<file path="src/design/mmwd_pkg.sv">
package mmwd_pkg;

   localparam int unsigned DEF_SAMPLE_WIDTH = 16;
   localparam int unsigned DEF_TIME_WIDTH   = 32;
   localparam int unsigned DEF_FACTOR_WIDTH = 16;

   localparam int unsigned CSR_INDEX_WIDTH  = 8;

   // result queue, one entry per window or bypassed sample
   localparam int unsigned QUEUE_DEPTH      = 2;

   typedef enum logic [CSR_INDEX_WIDTH-1:0] {
      REG_DECIMATION_FACTOR = 8'd0,
      REG_BYPASS            = 8'd1
   } csr_reg_type;

   // push into the result queue; pair set means max then min
   typedef struct packed {
      logic push;
      logic pair;
   } entry_ctl_type;

endpackage

</file>
<file path="src/design/min_max_window_decimator.sv">
// Min/max window decimator for one channel of signed converter samples. Each req word carries
// a sample, its timestamp and an end-of-channel mark in tlast. Samples are gathered into windows
// of decimation_factor samples (0 acts as 1); when a window fills, or on end of channel, two rsp
// words follow: the maximum (tuser 0, tlast 0) then the minimum (tuser 1, tlast 1), both stamped
// with the window's first timestamp. With bypass set each sample goes out once, unchanged, with
// tuser 0 and tlast 1, and any open window is dropped. A sample passes an input register and is
// folded into the running extremes on its way into a two-entry result queue; one sample can be
// taken every clock while the queue has room; the rsp side sets intake when windows close faster
// than every second sample. The user must write configuration only while idle; the block does
// not enforce it. csr_ready is always high and unknown register indexes are ignored.
module min_max_window_decimator
   import mmwd_pkg::*;
#(
   parameter int unsigned SAMPLE_WIDTH = DEF_SAMPLE_WIDTH,
   parameter int unsigned TIME_WIDTH   = DEF_TIME_WIDTH,
   parameter int unsigned FACTOR_WIDTH = DEF_FACTOR_WIDTH,
   localparam int unsigned DATA_WIDTH  = ((SAMPLE_WIDTH + TIME_WIDTH + 7) / 8) * 8
) (
   input  logic                       clock,
   input  logic                       reset,

   input  logic                       req_tvalid,
   output logic                       req_tready,
   input  logic [DATA_WIDTH-1:0]      req_tdata,   // sample, timestamp
   input  logic                       req_tlast,

   output logic                       rsp_tvalid,
   input  logic                       rsp_tready,
   output logic [DATA_WIDTH-1:0]      rsp_tdata,   // value, window_time
   output logic                       rsp_tuser,   // is_minimum
   output logic                       rsp_tlast,

   input  logic                       csr_valid,
   output logic                       csr_ready,
   input  logic [CSR_INDEX_WIDTH-1:0] csr_index,
   input  logic [FACTOR_WIDTH-1:0]    csr_data
);

   logic [FACTOR_WIDTH-1:0]        factor_ff;
   logic                           bypass_ff;

   logic                           held_valid;
   logic signed [SAMPLE_WIDTH-1:0] held_sample;
   logic        [TIME_WIDTH-1:0]   held_timestamp;
   logic                           held_eoc;
   logic                           can_push;
   logic                           advance;

   entry_ctl_type                  ctl;
   logic signed [SAMPLE_WIDTH-1:0] first_value;
   logic signed [SAMPLE_WIDTH-1:0] second_value;
   logic        [TIME_WIDTH-1:0]   entry_time;

   logic signed [SAMPLE_WIDTH-1:0] out_value;
   logic        [TIME_WIDTH-1:0]   out_window_time;

   assign csr_ready = 1'b1;

   always_ff @(posedge clock) begin
      if (reset) begin
         factor_ff <= FACTOR_WIDTH'(1);
         bypass_ff <= 1'b0;
      end else if (csr_valid && csr_ready) begin
         unique case (csr_reg_type'(csr_index))
            REG_DECIMATION_FACTOR: begin
               factor_ff <= csr_data;
            end
            REG_BYPASS: begin
               bypass_ff <= csr_data[0];
            end
            default: begin
            end
         endcase
      end
   end

   assign advance = held_valid && can_push;

   mmwd_ingress #(
      .SAMPLE_WIDTH (SAMPLE_WIDTH),
      .TIME_WIDTH   (TIME_WIDTH)
   ) u_ingress (
      .clock               (clock),
      .reset               (reset),
      .in_valid            (req_tvalid),
      .in_ready            (req_tready),
      .in_sample           (req_tdata[SAMPLE_WIDTH-1:0]),
      .in_timestamp        (req_tdata[SAMPLE_WIDTH +: TIME_WIDTH]),
      .in_end_of_channel   (req_tlast),
      .take                (can_push),
      .held_valid          (held_valid),
      .held_sample         (held_sample),
      .held_timestamp      (held_timestamp),
      .held_end_of_channel (held_eoc)
   );

   mmwd_window #(
      .SAMPLE_WIDTH (SAMPLE_WIDTH),
      .TIME_WIDTH   (TIME_WIDTH),
      .FACTOR_WIDTH (FACTOR_WIDTH)
   ) u_window (
      .clock          (clock),
      .reset          (reset),
      .advance        (advance),
      .sample         (held_sample),
      .timestamp      (held_timestamp),
      .end_of_channel (held_eoc),
      .factor         (factor_ff),
      .bypass         (bypass_ff),
      .ctl            (ctl),
      .first_value    (first_value),
      .second_value   (second_value),
      .entry_time     (entry_time)
   );

   mmwd_rsp_queue #(
      .SAMPLE_WIDTH (SAMPLE_WIDTH),
      .TIME_WIDTH   (TIME_WIDTH)
   ) u_rsp_queue (
      .clock           (clock),
      .reset           (reset),
      .can_push        (can_push),
      .ctl             (ctl),
      .first_value     (first_value),
      .second_value    (second_value),
      .entry_time      (entry_time),
      .out_valid       (rsp_tvalid),
      .out_ready       (rsp_tready),
      .out_value       (out_value),
      .out_window_time (out_window_time),
      .out_is_minimum  (rsp_tuser),
      .out_last        (rsp_tlast)
   );

   assign rsp_tdata = DATA_WIDTH'({out_window_time, out_value});

endmodule

</file>
<file path="src/design/mmwd_ingress.sv">
module mmwd_ingress
   import mmwd_pkg::*;
#(
   parameter int unsigned SAMPLE_WIDTH = DEF_SAMPLE_WIDTH,
   parameter int unsigned TIME_WIDTH   = DEF_TIME_WIDTH
) (
   input  logic                           clock,
   input  logic                           reset,
   input  logic                           in_valid,
   output logic                           in_ready,
   input  logic signed [SAMPLE_WIDTH-1:0] in_sample,
   input  logic        [TIME_WIDTH-1:0]   in_timestamp,
   input  logic                           in_end_of_channel,
   input  logic                           take,
   output logic                           held_valid,
   output logic signed [SAMPLE_WIDTH-1:0] held_sample,
   output logic        [TIME_WIDTH-1:0]   held_timestamp,
   output logic                           held_end_of_channel
);

   logic                           valid_ff, valid_in;
   logic signed [SAMPLE_WIDTH-1:0] sample_ff;
   logic        [TIME_WIDTH-1:0]   timestamp_ff;
   logic                           eoc_ff;

   assign in_ready = !valid_ff || take;

   always_comb begin
      valid_in = valid_ff;
      if (in_ready) begin
         valid_in = in_valid;
      end
   end

   always_ff @(posedge clock) begin
      if (reset) begin
         valid_ff <= 1'b0;
      end else begin
         valid_ff <= valid_in;
      end
   end

   always_ff @(posedge clock) begin
      if (in_valid && in_ready) begin
         sample_ff    <= in_sample;
         timestamp_ff <= in_timestamp;
         eoc_ff       <= in_end_of_channel;
      end
   end

   assign held_valid          = valid_ff;
   assign held_sample         = sample_ff;
   assign held_timestamp      = timestamp_ff;
   assign held_end_of_channel = eoc_ff;

endmodule

</file>
<file path="src/design/mmwd_window.sv">
module mmwd_window
   import mmwd_pkg::*;
#(
   parameter int unsigned SAMPLE_WIDTH = DEF_SAMPLE_WIDTH,
   parameter int unsigned TIME_WIDTH   = DEF_TIME_WIDTH,
   parameter int unsigned FACTOR_WIDTH = DEF_FACTOR_WIDTH
) (
   input  logic                           clock,
   input  logic                           reset,
   input  logic                           advance,
   input  logic signed [SAMPLE_WIDTH-1:0] sample,
   input  logic        [TIME_WIDTH-1:0]   timestamp,
   input  logic                           end_of_channel,
   input  logic        [FACTOR_WIDTH-1:0] factor,
   input  logic                           bypass,
   output entry_ctl_type                  ctl,
   output logic signed [SAMPLE_WIDTH-1:0] first_value,
   output logic signed [SAMPLE_WIDTH-1:0] second_value,
   output logic        [TIME_WIDTH-1:0]   entry_time
);

   logic        [FACTOR_WIDTH-1:0] pos_ff, pos_in;
   logic signed [SAMPLE_WIDTH-1:0] max_ff, max_in;
   logic signed [SAMPLE_WIDTH-1:0] min_ff, min_in;
   logic        [TIME_WIDTH-1:0]   start_ff, start_in;
   logic        [FACTOR_WIDTH-1:0] factor_eff;
   logic        [FACTOR_WIDTH:0]   count;
   logic                           close;

   // running extremes and window start
   always_comb begin
      factor_eff = (factor == '0) ? FACTOR_WIDTH'(1) : factor;
      count      = {1'b0, pos_ff} + (FACTOR_WIDTH + 1)'(1);
      close      = end_of_channel || (count >= {1'b0, factor_eff});
      if (pos_ff == '0) begin
         max_in   = sample;
         min_in   = sample;
         start_in = timestamp;
      end else begin
         max_in   = (sample > max_ff) ? sample : max_ff;
         min_in   = (sample < min_ff) ? sample : min_ff;
         start_in = start_ff;
      end
   end

   // window position and queue push
   always_comb begin
      ctl = '0;
      if (bypass) begin
         pos_in   = '0;
         ctl.push = advance;
         ctl.pair = 1'b0;
      end else begin
         pos_in   = close ? '0 : count[FACTOR_WIDTH-1:0];
         ctl.push = advance && close;
         ctl.pair = 1'b1;
      end
   end

   assign first_value  = bypass ? sample : max_in;
   assign second_value = min_in;
   assign entry_time   = bypass ? timestamp : start_in;

   always_ff @(posedge clock) begin
      if (reset) begin
         pos_ff <= '0;
      end else if (advance) begin
         pos_ff <= pos_in;
      end
   end

   always_ff @(posedge clock) begin
      if (advance) begin
         max_ff   <= max_in;
         min_ff   <= min_in;
         start_ff <= start_in;
      end
   end

endmodule

</file>
<file path="src/design/mmwd_rsp_queue.sv">
module mmwd_rsp_queue
   import mmwd_pkg::*;
#(
   parameter int unsigned SAMPLE_WIDTH = DEF_SAMPLE_WIDTH,
   parameter int unsigned TIME_WIDTH   = DEF_TIME_WIDTH
) (
   input  logic                           clock,
   input  logic                           reset,
   output logic                           can_push,
   input  entry_ctl_type                  ctl,
   input  logic signed [SAMPLE_WIDTH-1:0] first_value,
   input  logic signed [SAMPLE_WIDTH-1:0] second_value,
   input  logic        [TIME_WIDTH-1:0]   entry_time,
   output logic                           out_valid,
   input  logic                           out_ready,
   output logic signed [SAMPLE_WIDTH-1:0] out_value,
   output logic        [TIME_WIDTH-1:0]   out_window_time,
   output logic                           out_is_minimum,
   output logic                           out_last
);

   localparam int unsigned PTR_WIDTH   = (QUEUE_DEPTH > 1) ? $clog2(QUEUE_DEPTH) : 1;
   localparam int unsigned COUNT_WIDTH = $clog2(QUEUE_DEPTH + 1);

   logic signed [SAMPLE_WIDTH-1:0] first_ff  [QUEUE_DEPTH];
   logic signed [SAMPLE_WIDTH-1:0] second_ff [QUEUE_DEPTH];
   logic        [TIME_WIDTH-1:0]   time_ff   [QUEUE_DEPTH];
   logic                           pair_ff   [QUEUE_DEPTH];

   logic [PTR_WIDTH-1:0]   wr_ptr_ff, wr_ptr_in;
   logic [PTR_WIDTH-1:0]   rd_ptr_ff, rd_ptr_in;
   logic [COUNT_WIDTH-1:0] count_ff, count_in;
   logic                   phase_ff, phase_in;
   logic                   head_pair;
   logic                   fire;
   logic                   pop;
   logic                   push;

   assign can_push  = (count_ff != COUNT_WIDTH'(QUEUE_DEPTH));
   assign push      = ctl.push && can_push;
   assign out_valid = (count_ff != '0);
   assign head_pair = pair_ff[rd_ptr_ff];
   assign fire      = out_valid && out_ready;
   assign pop       = fire && (!head_pair || phase_ff);

   // a pair entry goes out as two words: maximum, then minimum
   assign out_value       = (head_pair && phase_ff) ? second_ff[rd_ptr_ff]
                                                    : first_ff[rd_ptr_ff];
   assign out_window_time = time_ff[rd_ptr_ff];
   assign out_is_minimum  = head_pair && phase_ff;
   assign out_last        = !head_pair || phase_ff;

   always_comb begin
      wr_ptr_in = wr_ptr_ff;
      rd_ptr_in = rd_ptr_ff;
      count_in  = count_ff;
      phase_in  = phase_ff;
      if (push) begin
         wr_ptr_in = (wr_ptr_ff == PTR_WIDTH'(QUEUE_DEPTH - 1)) ? '0
                                                                : wr_ptr_ff + PTR_WIDTH'(1);
      end
      if (pop) begin
         rd_ptr_in = (rd_ptr_ff == PTR_WIDTH'(QUEUE_DEPTH - 1)) ? '0
                                                                : rd_ptr_ff + PTR_WIDTH'(1);
      end
      if (fire) begin
         phase_in = head_pair && !phase_ff;
      end
      if (push && !pop) begin
         count_in = count_ff + COUNT_WIDTH'(1);
      end else if (pop && !push) begin
         count_in = count_ff - COUNT_WIDTH'(1);
      end
   end

   always_ff @(posedge clock) begin
      if (reset) begin
         wr_ptr_ff <= '0;
         rd_ptr_ff <= '0;
         count_ff  <= '0;
         phase_ff  <= 1'b0;
      end else begin
         wr_ptr_ff <= wr_ptr_in;
         rd_ptr_ff <= rd_ptr_in;
         count_ff  <= count_in;
         phase_ff  <= phase_in;
      end
   end

   always_ff @(posedge clock) begin
      if (push) begin
         first_ff[wr_ptr_ff]  <= first_value;
         second_ff[wr_ptr_ff] <= second_value;
         time_ff[wr_ptr_ff]   <= entry_time;
         pair_ff[wr_ptr_ff]   <= ctl.pair;
      end
   end

`ifndef NO_ASSERTIONS
   a_count_bound: assert property (@(posedge clock) disable iff (reset)
      count_ff <= COUNT_WIDTH'(QUEUE_DEPTH))
      else $error("result queue overfilled");

   a_phase_needs_entry: assert property (@(posedge clock) disable iff (reset)
      phase_ff |-> (out_valid && head_pair))
      else $error("second half of a pair with no pair entry at the head");

   a_min_follows_max: assert property (@(posedge clock) disable iff (reset)
      (fire && head_pair && !phase_ff) |=> (out_valid && out_is_minimum && out_last))
      else $error("maximum word not followed by minimum word");
`endif

endmodule
</file>
<file path="config.mk">
export PLATFORM = sky130hd
export DESIGN_NAME = min_max_window_decimator
export DESIGN_NICKNAME = d
export VERILOG_FILES = /design/src/design/mmwd_pkg.sv /design/src/design/min_max_window_decimator.sv /design/src/design/mmwd_ingress.sv /design/src/design/mmwd_window.sv /design/src/design/mmwd_rsp_queue.sv
export SDC_FILE = /design/constraint.sdc
export NUM_CORES = 1
export LEC_CHECK = 0
export ABC_AREA = 1
export ABC_CLOCK_PERIOD_IN_PS = 5300
export BUFFER_PORTS_ARGS = -buffer_cell sky130_fd_sc_hd__buf_2
export CAP_MARGIN = 0
export CORE_MARGIN = 2
export CORE_UTILIZATION = 50
export DETAILED_ROUTE_END_ITERATION = 16
export GPL_ROUTABILITY_DRIVEN = 0
export GPL_TIMING_DRIVEN = 1
export PLACE_DENSITY = 0.72
export SETUP_SLACK_MARGIN = 0.05
export SYNTH_ARGS = -nofsm -noshare
export SYNTH_HDL_FRONTEND = slang
export SYNTH_SLANG_ARGS = --single-unit
export TNS_END_PERCENT = 10
</file>
<file path="constraint.sdc">
create_clock -name clock -period 5.3 [get_ports clock]
set_clock_uncertainty 0.15 [all_clocks]
set_input_delay 0.53 -clock clock [delete_from_list [all_inputs] [get_ports clock]]
set_output_delay 0.53 -clock clock [all_outputs]
set_load 0.005 [all_outputs]
</file>
Word level (Yosys, flattened, before mapping). Memories as Yosys holds them, arrays and structs flattened. A register that Yosys moved wholly into a read port is not among the register bits. Index checks and enable logic that the tools add are counted.

Flip-flop bits (word level): 152. Latch bits: 0. Memory bits (writable): 130. Bits in read-only memories: 0. Output and inout port bits: 53. Word-level logic and storage cells: 79. Memories: 4.

$add $sub $neg: 5. $mul: 0. Divide/modulo/power cells: 0. $lt $le $gt $ge: 3. Equality and inequality tests: 2. Shifts and indexed selects: 0. Muxes and demuxes: 26. Bitwise operators: 0. Reduce and logical (&&, ||, !) cells: 25.

Memories: u_rsp_queue.time_ff (depth 2, width 32, read ports 1, clocked after memory_dff 1, wr ports 1, line mmwd_rsp_queue.sv:27) `logic [TIME_WIDTH-1:0] time_ff [QUEUE_DEPTH];`; u_rsp_queue.first_ff (depth 2, width 16, read ports 1, clocked after memory_dff 1, wr ports 1, line mmwd_rsp_queue.sv:25) `logic signed [SAMPLE_WIDTH-1:0] first_ff [QUEUE_DEPTH];`; u_rsp_queue.second_ff (depth 2, width 16, read ports 1, clocked after memory_dff 1, wr ports 1, line mmwd_rsp_queue.sv:26) `logic signed [SAMPLE_WIDTH-1:0] second_ff [QUEUE_DEPTH];`; u_rsp_queue.pair_ff (depth 2, width 1, read ports 1, clocked after memory_dff 1, wr ports 1, line mmwd_rsp_queue.sv:28) `logic pair_ff [QUEUE_DEPTH];`.

Operator list (count): 2-to-1 mux 16 bit (9); 2-to-1 mux 32 bit (2); zero test 16 bit (2); adder 16 x 1 -> 17 bit, second input constant (1); >= comparator 17 x 16 -> 1 bit (1); greater-than comparator 16 bit (1); less-than comparator 16 bit (1); 2-to-1 mux 1 bit (12); logical AND 1 bit (10); == test 8 x 1 -> 1 bit, second input constant (1); zero test 8 bit (1); 2-to-1 mux 2 bit (3); zero test 1 bit (5); AND reduction 2 bit (2); nonzero test 2 bit (2); logical OR 1 bit (3); adder 1 bit, second input constant (2); adder 2 x 1 -> 2 bit, second input constant (1); inequality test 2 bit, second input constant (1); subtractor 2 x 1 -> 2 bit, second input constant (1).

Depth between registers and ports, before layout.
Depth in word-level cells: 11. Depth in mapped cells: 25. Gate-level depth less buffers: 25.

Hierarchy. From an unflattened synthesis, not the netlist that was laid out.

Cell total of the unflattened synthesis: 1348. Area total of the unflattened synthesis: 13660.6 um2.

Modules (own cells, without submodules): mmwd_window (times used 1, cells each 766, area an instance 5983.2 um2, seq. area each 2242.2 um2); mmwd_rsp_queue (times used 1, cells each 405, area an instance 5331.4 um2, seq. area each 4023.9 um2); mmwd_ingress (times used 1, cells each 55, area an instance 1519.0 um2, seq. area each 1491.4 um2); min_max_window_decimator (times used 1, cells each 122, area an instance 827.0 um2, seq. area each 340.3 um2).

Worst setup path before layout. Ideal clock, no wire load.

Path kind: flip-flop to flip-flop. From: register u_window.pos_ff[0]. To: memory u_rsp_queue.first_ff[0][0] in the netlist's numbering, enable pin. Arrival: 5.065 ns. Slack: -0.403 ns. Stages on the path, launching flop included: 20. Path buffers: 0. Path through: dfxtp_1 ha_1 nand2_1 nor2_2 nand3_1 nor2_2 nand3_1 xor2_1 inv_1 ha_1 nand4_1 nor2_1 a21oi_1 nand2_1 nand2_1 nand2_1 nand2_1 nand2_1 nand2_1 nor2_1.

Longest elaborated chain between the ends: 8.

Ends and longest elaborated chain: from (decl) (line mmwd_window.sv:22) `logic [FACTOR_WIDTH-1:0] pos_ff, pos_in;`; from (signal assigned) (line mmwd_window.sv:68) `pos_ff <= pos_in;`; adder 16 x 1 -> 17 bit (line mmwd_window.sv:33) `count = {1'b0, pos_ff} + (FACTOR_WIDTH + 1)'(1);`; >= comparator 17 x 16 -> 1 bit (line mmwd_window.sv:34) `close = end_of_channel || (count >= {1'b0, factor_eff});`; logical OR 1 bit (line mmwd_window.sv:34); logical AND 1 bit (line mmwd_window.sv:55) `ctl.push = advance && close;`; 2-to-1 mux 2 bit (line mmwd_window.sv:49) `if (bypass) begin`; logical AND 1 bit (line mmwd_rsp_queue.sv:40) `assign push = ctl.push && can_push;`; 2-to-1 mux 1 bit (line mmwd_rsp_queue.sv:91) `if (push) begin`; 2-to-1 mux 1 bit (implied by the code) (line mmwd_rsp_queue.sv:92) `first_ff[wr_ptr_ff] <= first_value;`; to (decl) (line mmwd_rsp_queue.sv:25).

No other way between the ends.

Worst setup path in the final report.
From: register u_window.pos_ff[0]. To: memory u_rsp_queue.second_ff[1][4] in the netlist's numbering, enable pin.

Longest elaborated chain between the ends: 8.

Ends and longest elaborated chain: adder 16 x 1 -> 17 bit (line mmwd_window.sv:33); >= comparator 17 x 16 -> 1 bit (line mmwd_window.sv:34); logical OR 1 bit (line mmwd_window.sv:34); logical AND 1 bit (line mmwd_window.sv:55); 2-to-1 mux 2 bit (line mmwd_window.sv:49); logical AND 1 bit (line mmwd_rsp_queue.sv:40); 2-to-1 mux 1 bit (line mmwd_rsp_queue.sv:91); 2-to-1 mux 1 bit (implied by the code) (line mmwd_rsp_queue.sv:93) `second_ff[wr_ptr_ff] <= second_value;`; to (decl) (line mmwd_rsp_queue.sv:26).

No other way between the ends.

==> flow_metrics.py <==
metrics = {
    "yosys": {
        "syn_avg_cell_area_um2": 10.6,
        "syn_nets": 1362,
        "synth-edff-count": 243,
        "yosys-top-cells-area": "edfxtp_1 (56%), nand2_1 (9.0%), dfxtp_1 (6.1%)",
        "synth_cell_type_count": 36,
        "ys.flop_type": "edfxtp_1",
        "netlist_instances": 1234,
        "warning_count_from_the_yosys_run": 0,
        "top_cell_type_by_total_area_after_synthesis": "edfxtp_1",
        "async_flop_share_pct": 0,
        "register_bit_count_reported_by_yosys": 283,
        "synth_top_area_share_pct": 56.0,
        "netlist_area_um2": 13000,
        "fraction_of_the_yosys_area_taken_by_sequential_cells_pct": 62.1,
    },
    "drt": {
        "wirelength_um": 26800,
        "wl_per_cell_um": 15.4,
        "drt_first_pass_iters": 5,
        "antenna_left": 0,
        "drc": 0,
        "drt-initial-drc-count": 603,
        "via_count": 8964,
        "detail_routed_via_count_per_cell": 5.16,
    },
    "sta": {
        "drv_slew": 0,
        "setup_total_negative_slack_ps": 0,
        "relative_slew_slack_pct": 26.5,
        "grt_setup_unrepaired": "no",
        "report.final.setup_viol": 0,
        "final.hold.worst_slack_ps": 20.4,
        "timing.final.crit_share_pct": 82.2,
        "max_slew.worst_pin.slew_ps": 1100,
        "final-hold-violation-count": 0,
        "period_minus_slack_ps": 4350,
        "max_freq_mhz": 230,
    },
    "setup_path": {
        "critical_path.max_fanout": 32,
        "r2r_end": "u_rsp_queue.second_ff[1][4]",
        "worst_endpoint_data_arrival_time_ps": 4380,
        "worstPathRequired_ps": 5330,
        "setup.worst_path.start": "u_window.pos_ff[0]",
        "end_kind": "flop",
        "critical_path.reg2reg.startpoint": "u_window.pos_ff[0]",
        "cell_count_of_the_worst_reg_to_reg_path": 20,
        "setup.worst_path.start_class": "flop",
        "r2r_setup_slack_ps": 950,
        "endpoint": "u_rsp_queue.second_ff[1][4]",
        "worst-setup-path-type": "flop to flop",
    },
    "pwr": {
        "power_mw": 5.65,
        "leakagePower_nw": 6.28,
        "ir_worst_vdd_v": 0.000249,
        "power_per_cell_area_nw_per_um2": 373,
    },
    "global_route": {
        "grt_first_pass_wirelength_um": 42600,
        "globalRoute.totalOverflow": 0,
        "grt_start_max_net_pins": 82,
        "grt_use_total_pct": 19.6,
        "initial_antenna_violation_count": 0,
        "grt_pass1_vias": 8737,
    },
    "final_layout": {
        "diodes": 0,
        "final_layout_size_suffix_gt1_share_pct": 17.7,
        "layout_area_growth_over_synthesis_pct": 16.2,
        "n_fill_cell": 2152,
        "finish.net_count": 1510,
    },
    "clock_network": {
        "clock_latency_ps": 550,
        "clock_pin_slew_on_the_worst_setup_and_hold_paths_ps": 60,
        "cts_max_path_buffers": 3,
        "cts.root.buffer_cell": "clkbuf_16",
        "numCtsBuffers": 29,
        "cts.sinks": 283,
        "cts_max_level": 1,
        "cts_tree": "done",
        "post-cts-setup-buffers": 0,
    },
    "run_status": {
        "status": "complete, no violations",
    },
    "flow_run": {
        "max_cap_viol_count": 0,
    },
    "die": {
        "placementRows": 59,
        "design.core.area_um2": 25800,
        "die_w_um": 165,
        "start_util_pct": 50.4,
        "dieHeight_um": 165,
        "dieArea_um2": 27400,
        "pin_count": 131,
    },
    "placement": {
        "io_buffers": 129,
        "dpl.hpwl_um": 17000,
    },
    "min_path": {
        "min_delay_path_depth": 1,
        "worstHoldPathType": "primary input to flop",
    },
}
[critical path, stage by stage (launching register included)]
cell and delay, ps:
dfxtp_1 410, ha_1 220, nand2_1 90, nor2_2 130, nand3_1 160, nor2_2 180, nand3_1 130, xor2_1 150
inv_1 80, ha_1 310, nand4_1 160, nor2_1 150, a21oi_1 80, nand2_1 70, nand2_1 50, nand2_1 50
nand2_1 300, nand2_1 230, nand3_1 120, inv_2 280, buf_4 460
[cell usage in the layout (no fill, tap or decap), drive strengths merged, types with 12 or more instances in the layout]
cell	n
nand2	316
edfxtp	243
inv	152
buf	141
o21ai	124
a21oi	57
nand3	53
ha	50
dfxtp	40
clkbuf	36
nor2	30
dlygate4sd3	27
nand4	18
or2	18
mux2i	16
o211ai	16
and2	16
xor2	14
clkinv	12
[what timing repair did]
| action | CTS | global route |
|---|---|---|
| hold buffers | 26 | 1 |
| resized for setup | 0 | 0 |
| hold endpoints to repair | 26 | 1 |
[worst min path at each step]
stage | startpoint | endpoint | slack (ps)
floorplan | u_rsp_queue.rd_ptr_ff | flop | 280
detailed placement | u_rsp_queue.rd_ptr_ff | flop | 300
finish | req_tdata[5] | u_ingress.held_sample[5] | 20
CTS | req_tdata[28] | u_ingress.held_timestamp[12] | 0.2
global route | req_tdata[6] | u_ingress.held_sample[6] | 3
global placement | u_rsp_queue.rd_ptr_ff | flop | 290
[per-layer routing]
metal,wire length [um],global-route usage (%)
met1,11500,25.0
met2,13400,34.9
met3,1300,2.85
met4,622,5.17
met5,0,0
[power breakdown]
| part | switching (mW) | internal, mW |
|---|---|---|
| clock network | 0.808 | 1.16 |
| registers | 0.0613 | 2.71 |
| logic | 0.600 | 0.314 |
[through the flow]
step	setup WS, ps	util (%)	instance area (um2)	instances
6_report	945	58.6	15100	1738
3_3_place_gp	1120	54.0	13900	1659
2_1_floorplan	684	-	13000	1234
3_5_place_dp	979	54.0	13900	1659
5_1_grt	531	58.6	15100	1738
4_1_cts	926	58.6	15100	1737
[area by class of cell]
class	count	area [um2]	share of cell area, %
Sequential cell	283	8100	53.5
Inverter	151	567	3.74
Tap cell	335	419	2.77
Multi-Input combinational cell	749	4120	27.2
Timing Repair Buffer	168	1010	6.64
Clock buffer	36	803	5.30
Clock inverter	16	128	0.843
[cells in the mapped netlist, types with 2 or more instances]
cell type,instances
o21ai_0,60
buf_1,7
buf_2,11
buf_6,5
buf_4,2
nand3_1,53
nor2_2,3
inv_2,2
nand2_1,313
clkbuf_1,26
nor2_1,26
dfxtp_1,40
inv_1,149
nand4_1,18
xor2_1,14
or2_2,18
o211ai_1,16
a21oi_1,57
a211oi_1,2
and2_1,16
nor3_1,7
nor4_1,6
mux2i_1,16
edfxtp_1,243
o21ai_2,32
ha_1,50
o21ai_1,32
nand2_4,2
[cells by family (layout without fill, tap and decap cells)]
kind of cell,Yosys count,count (layout),synth area share [%]
XOR/XNOR,14,14,0.941
other,1,1,0.0288
AO/OA/AOI/OAI,202,202,9.10
flip-flops,283,283,62.1
adder cells (fa/ha/maj),50,50,4.80
multiplexers,16,16,1.23
buffers and inverters,202,371,6.27
AND/OR/NAND/NOR,466,466,15.5
[registers in the layout, indices dropped and copies added, names as in the netlist, 32 cells and up, named ones only]
register	cells
u_rsp_queue.second_ff	32
u_window.start_ff	32
u_rsp_queue.first_ff	32
u_rsp_queue.time_ff	64
u_ingress.held_timestamp	32
Power figures use the tool's default switching activity.
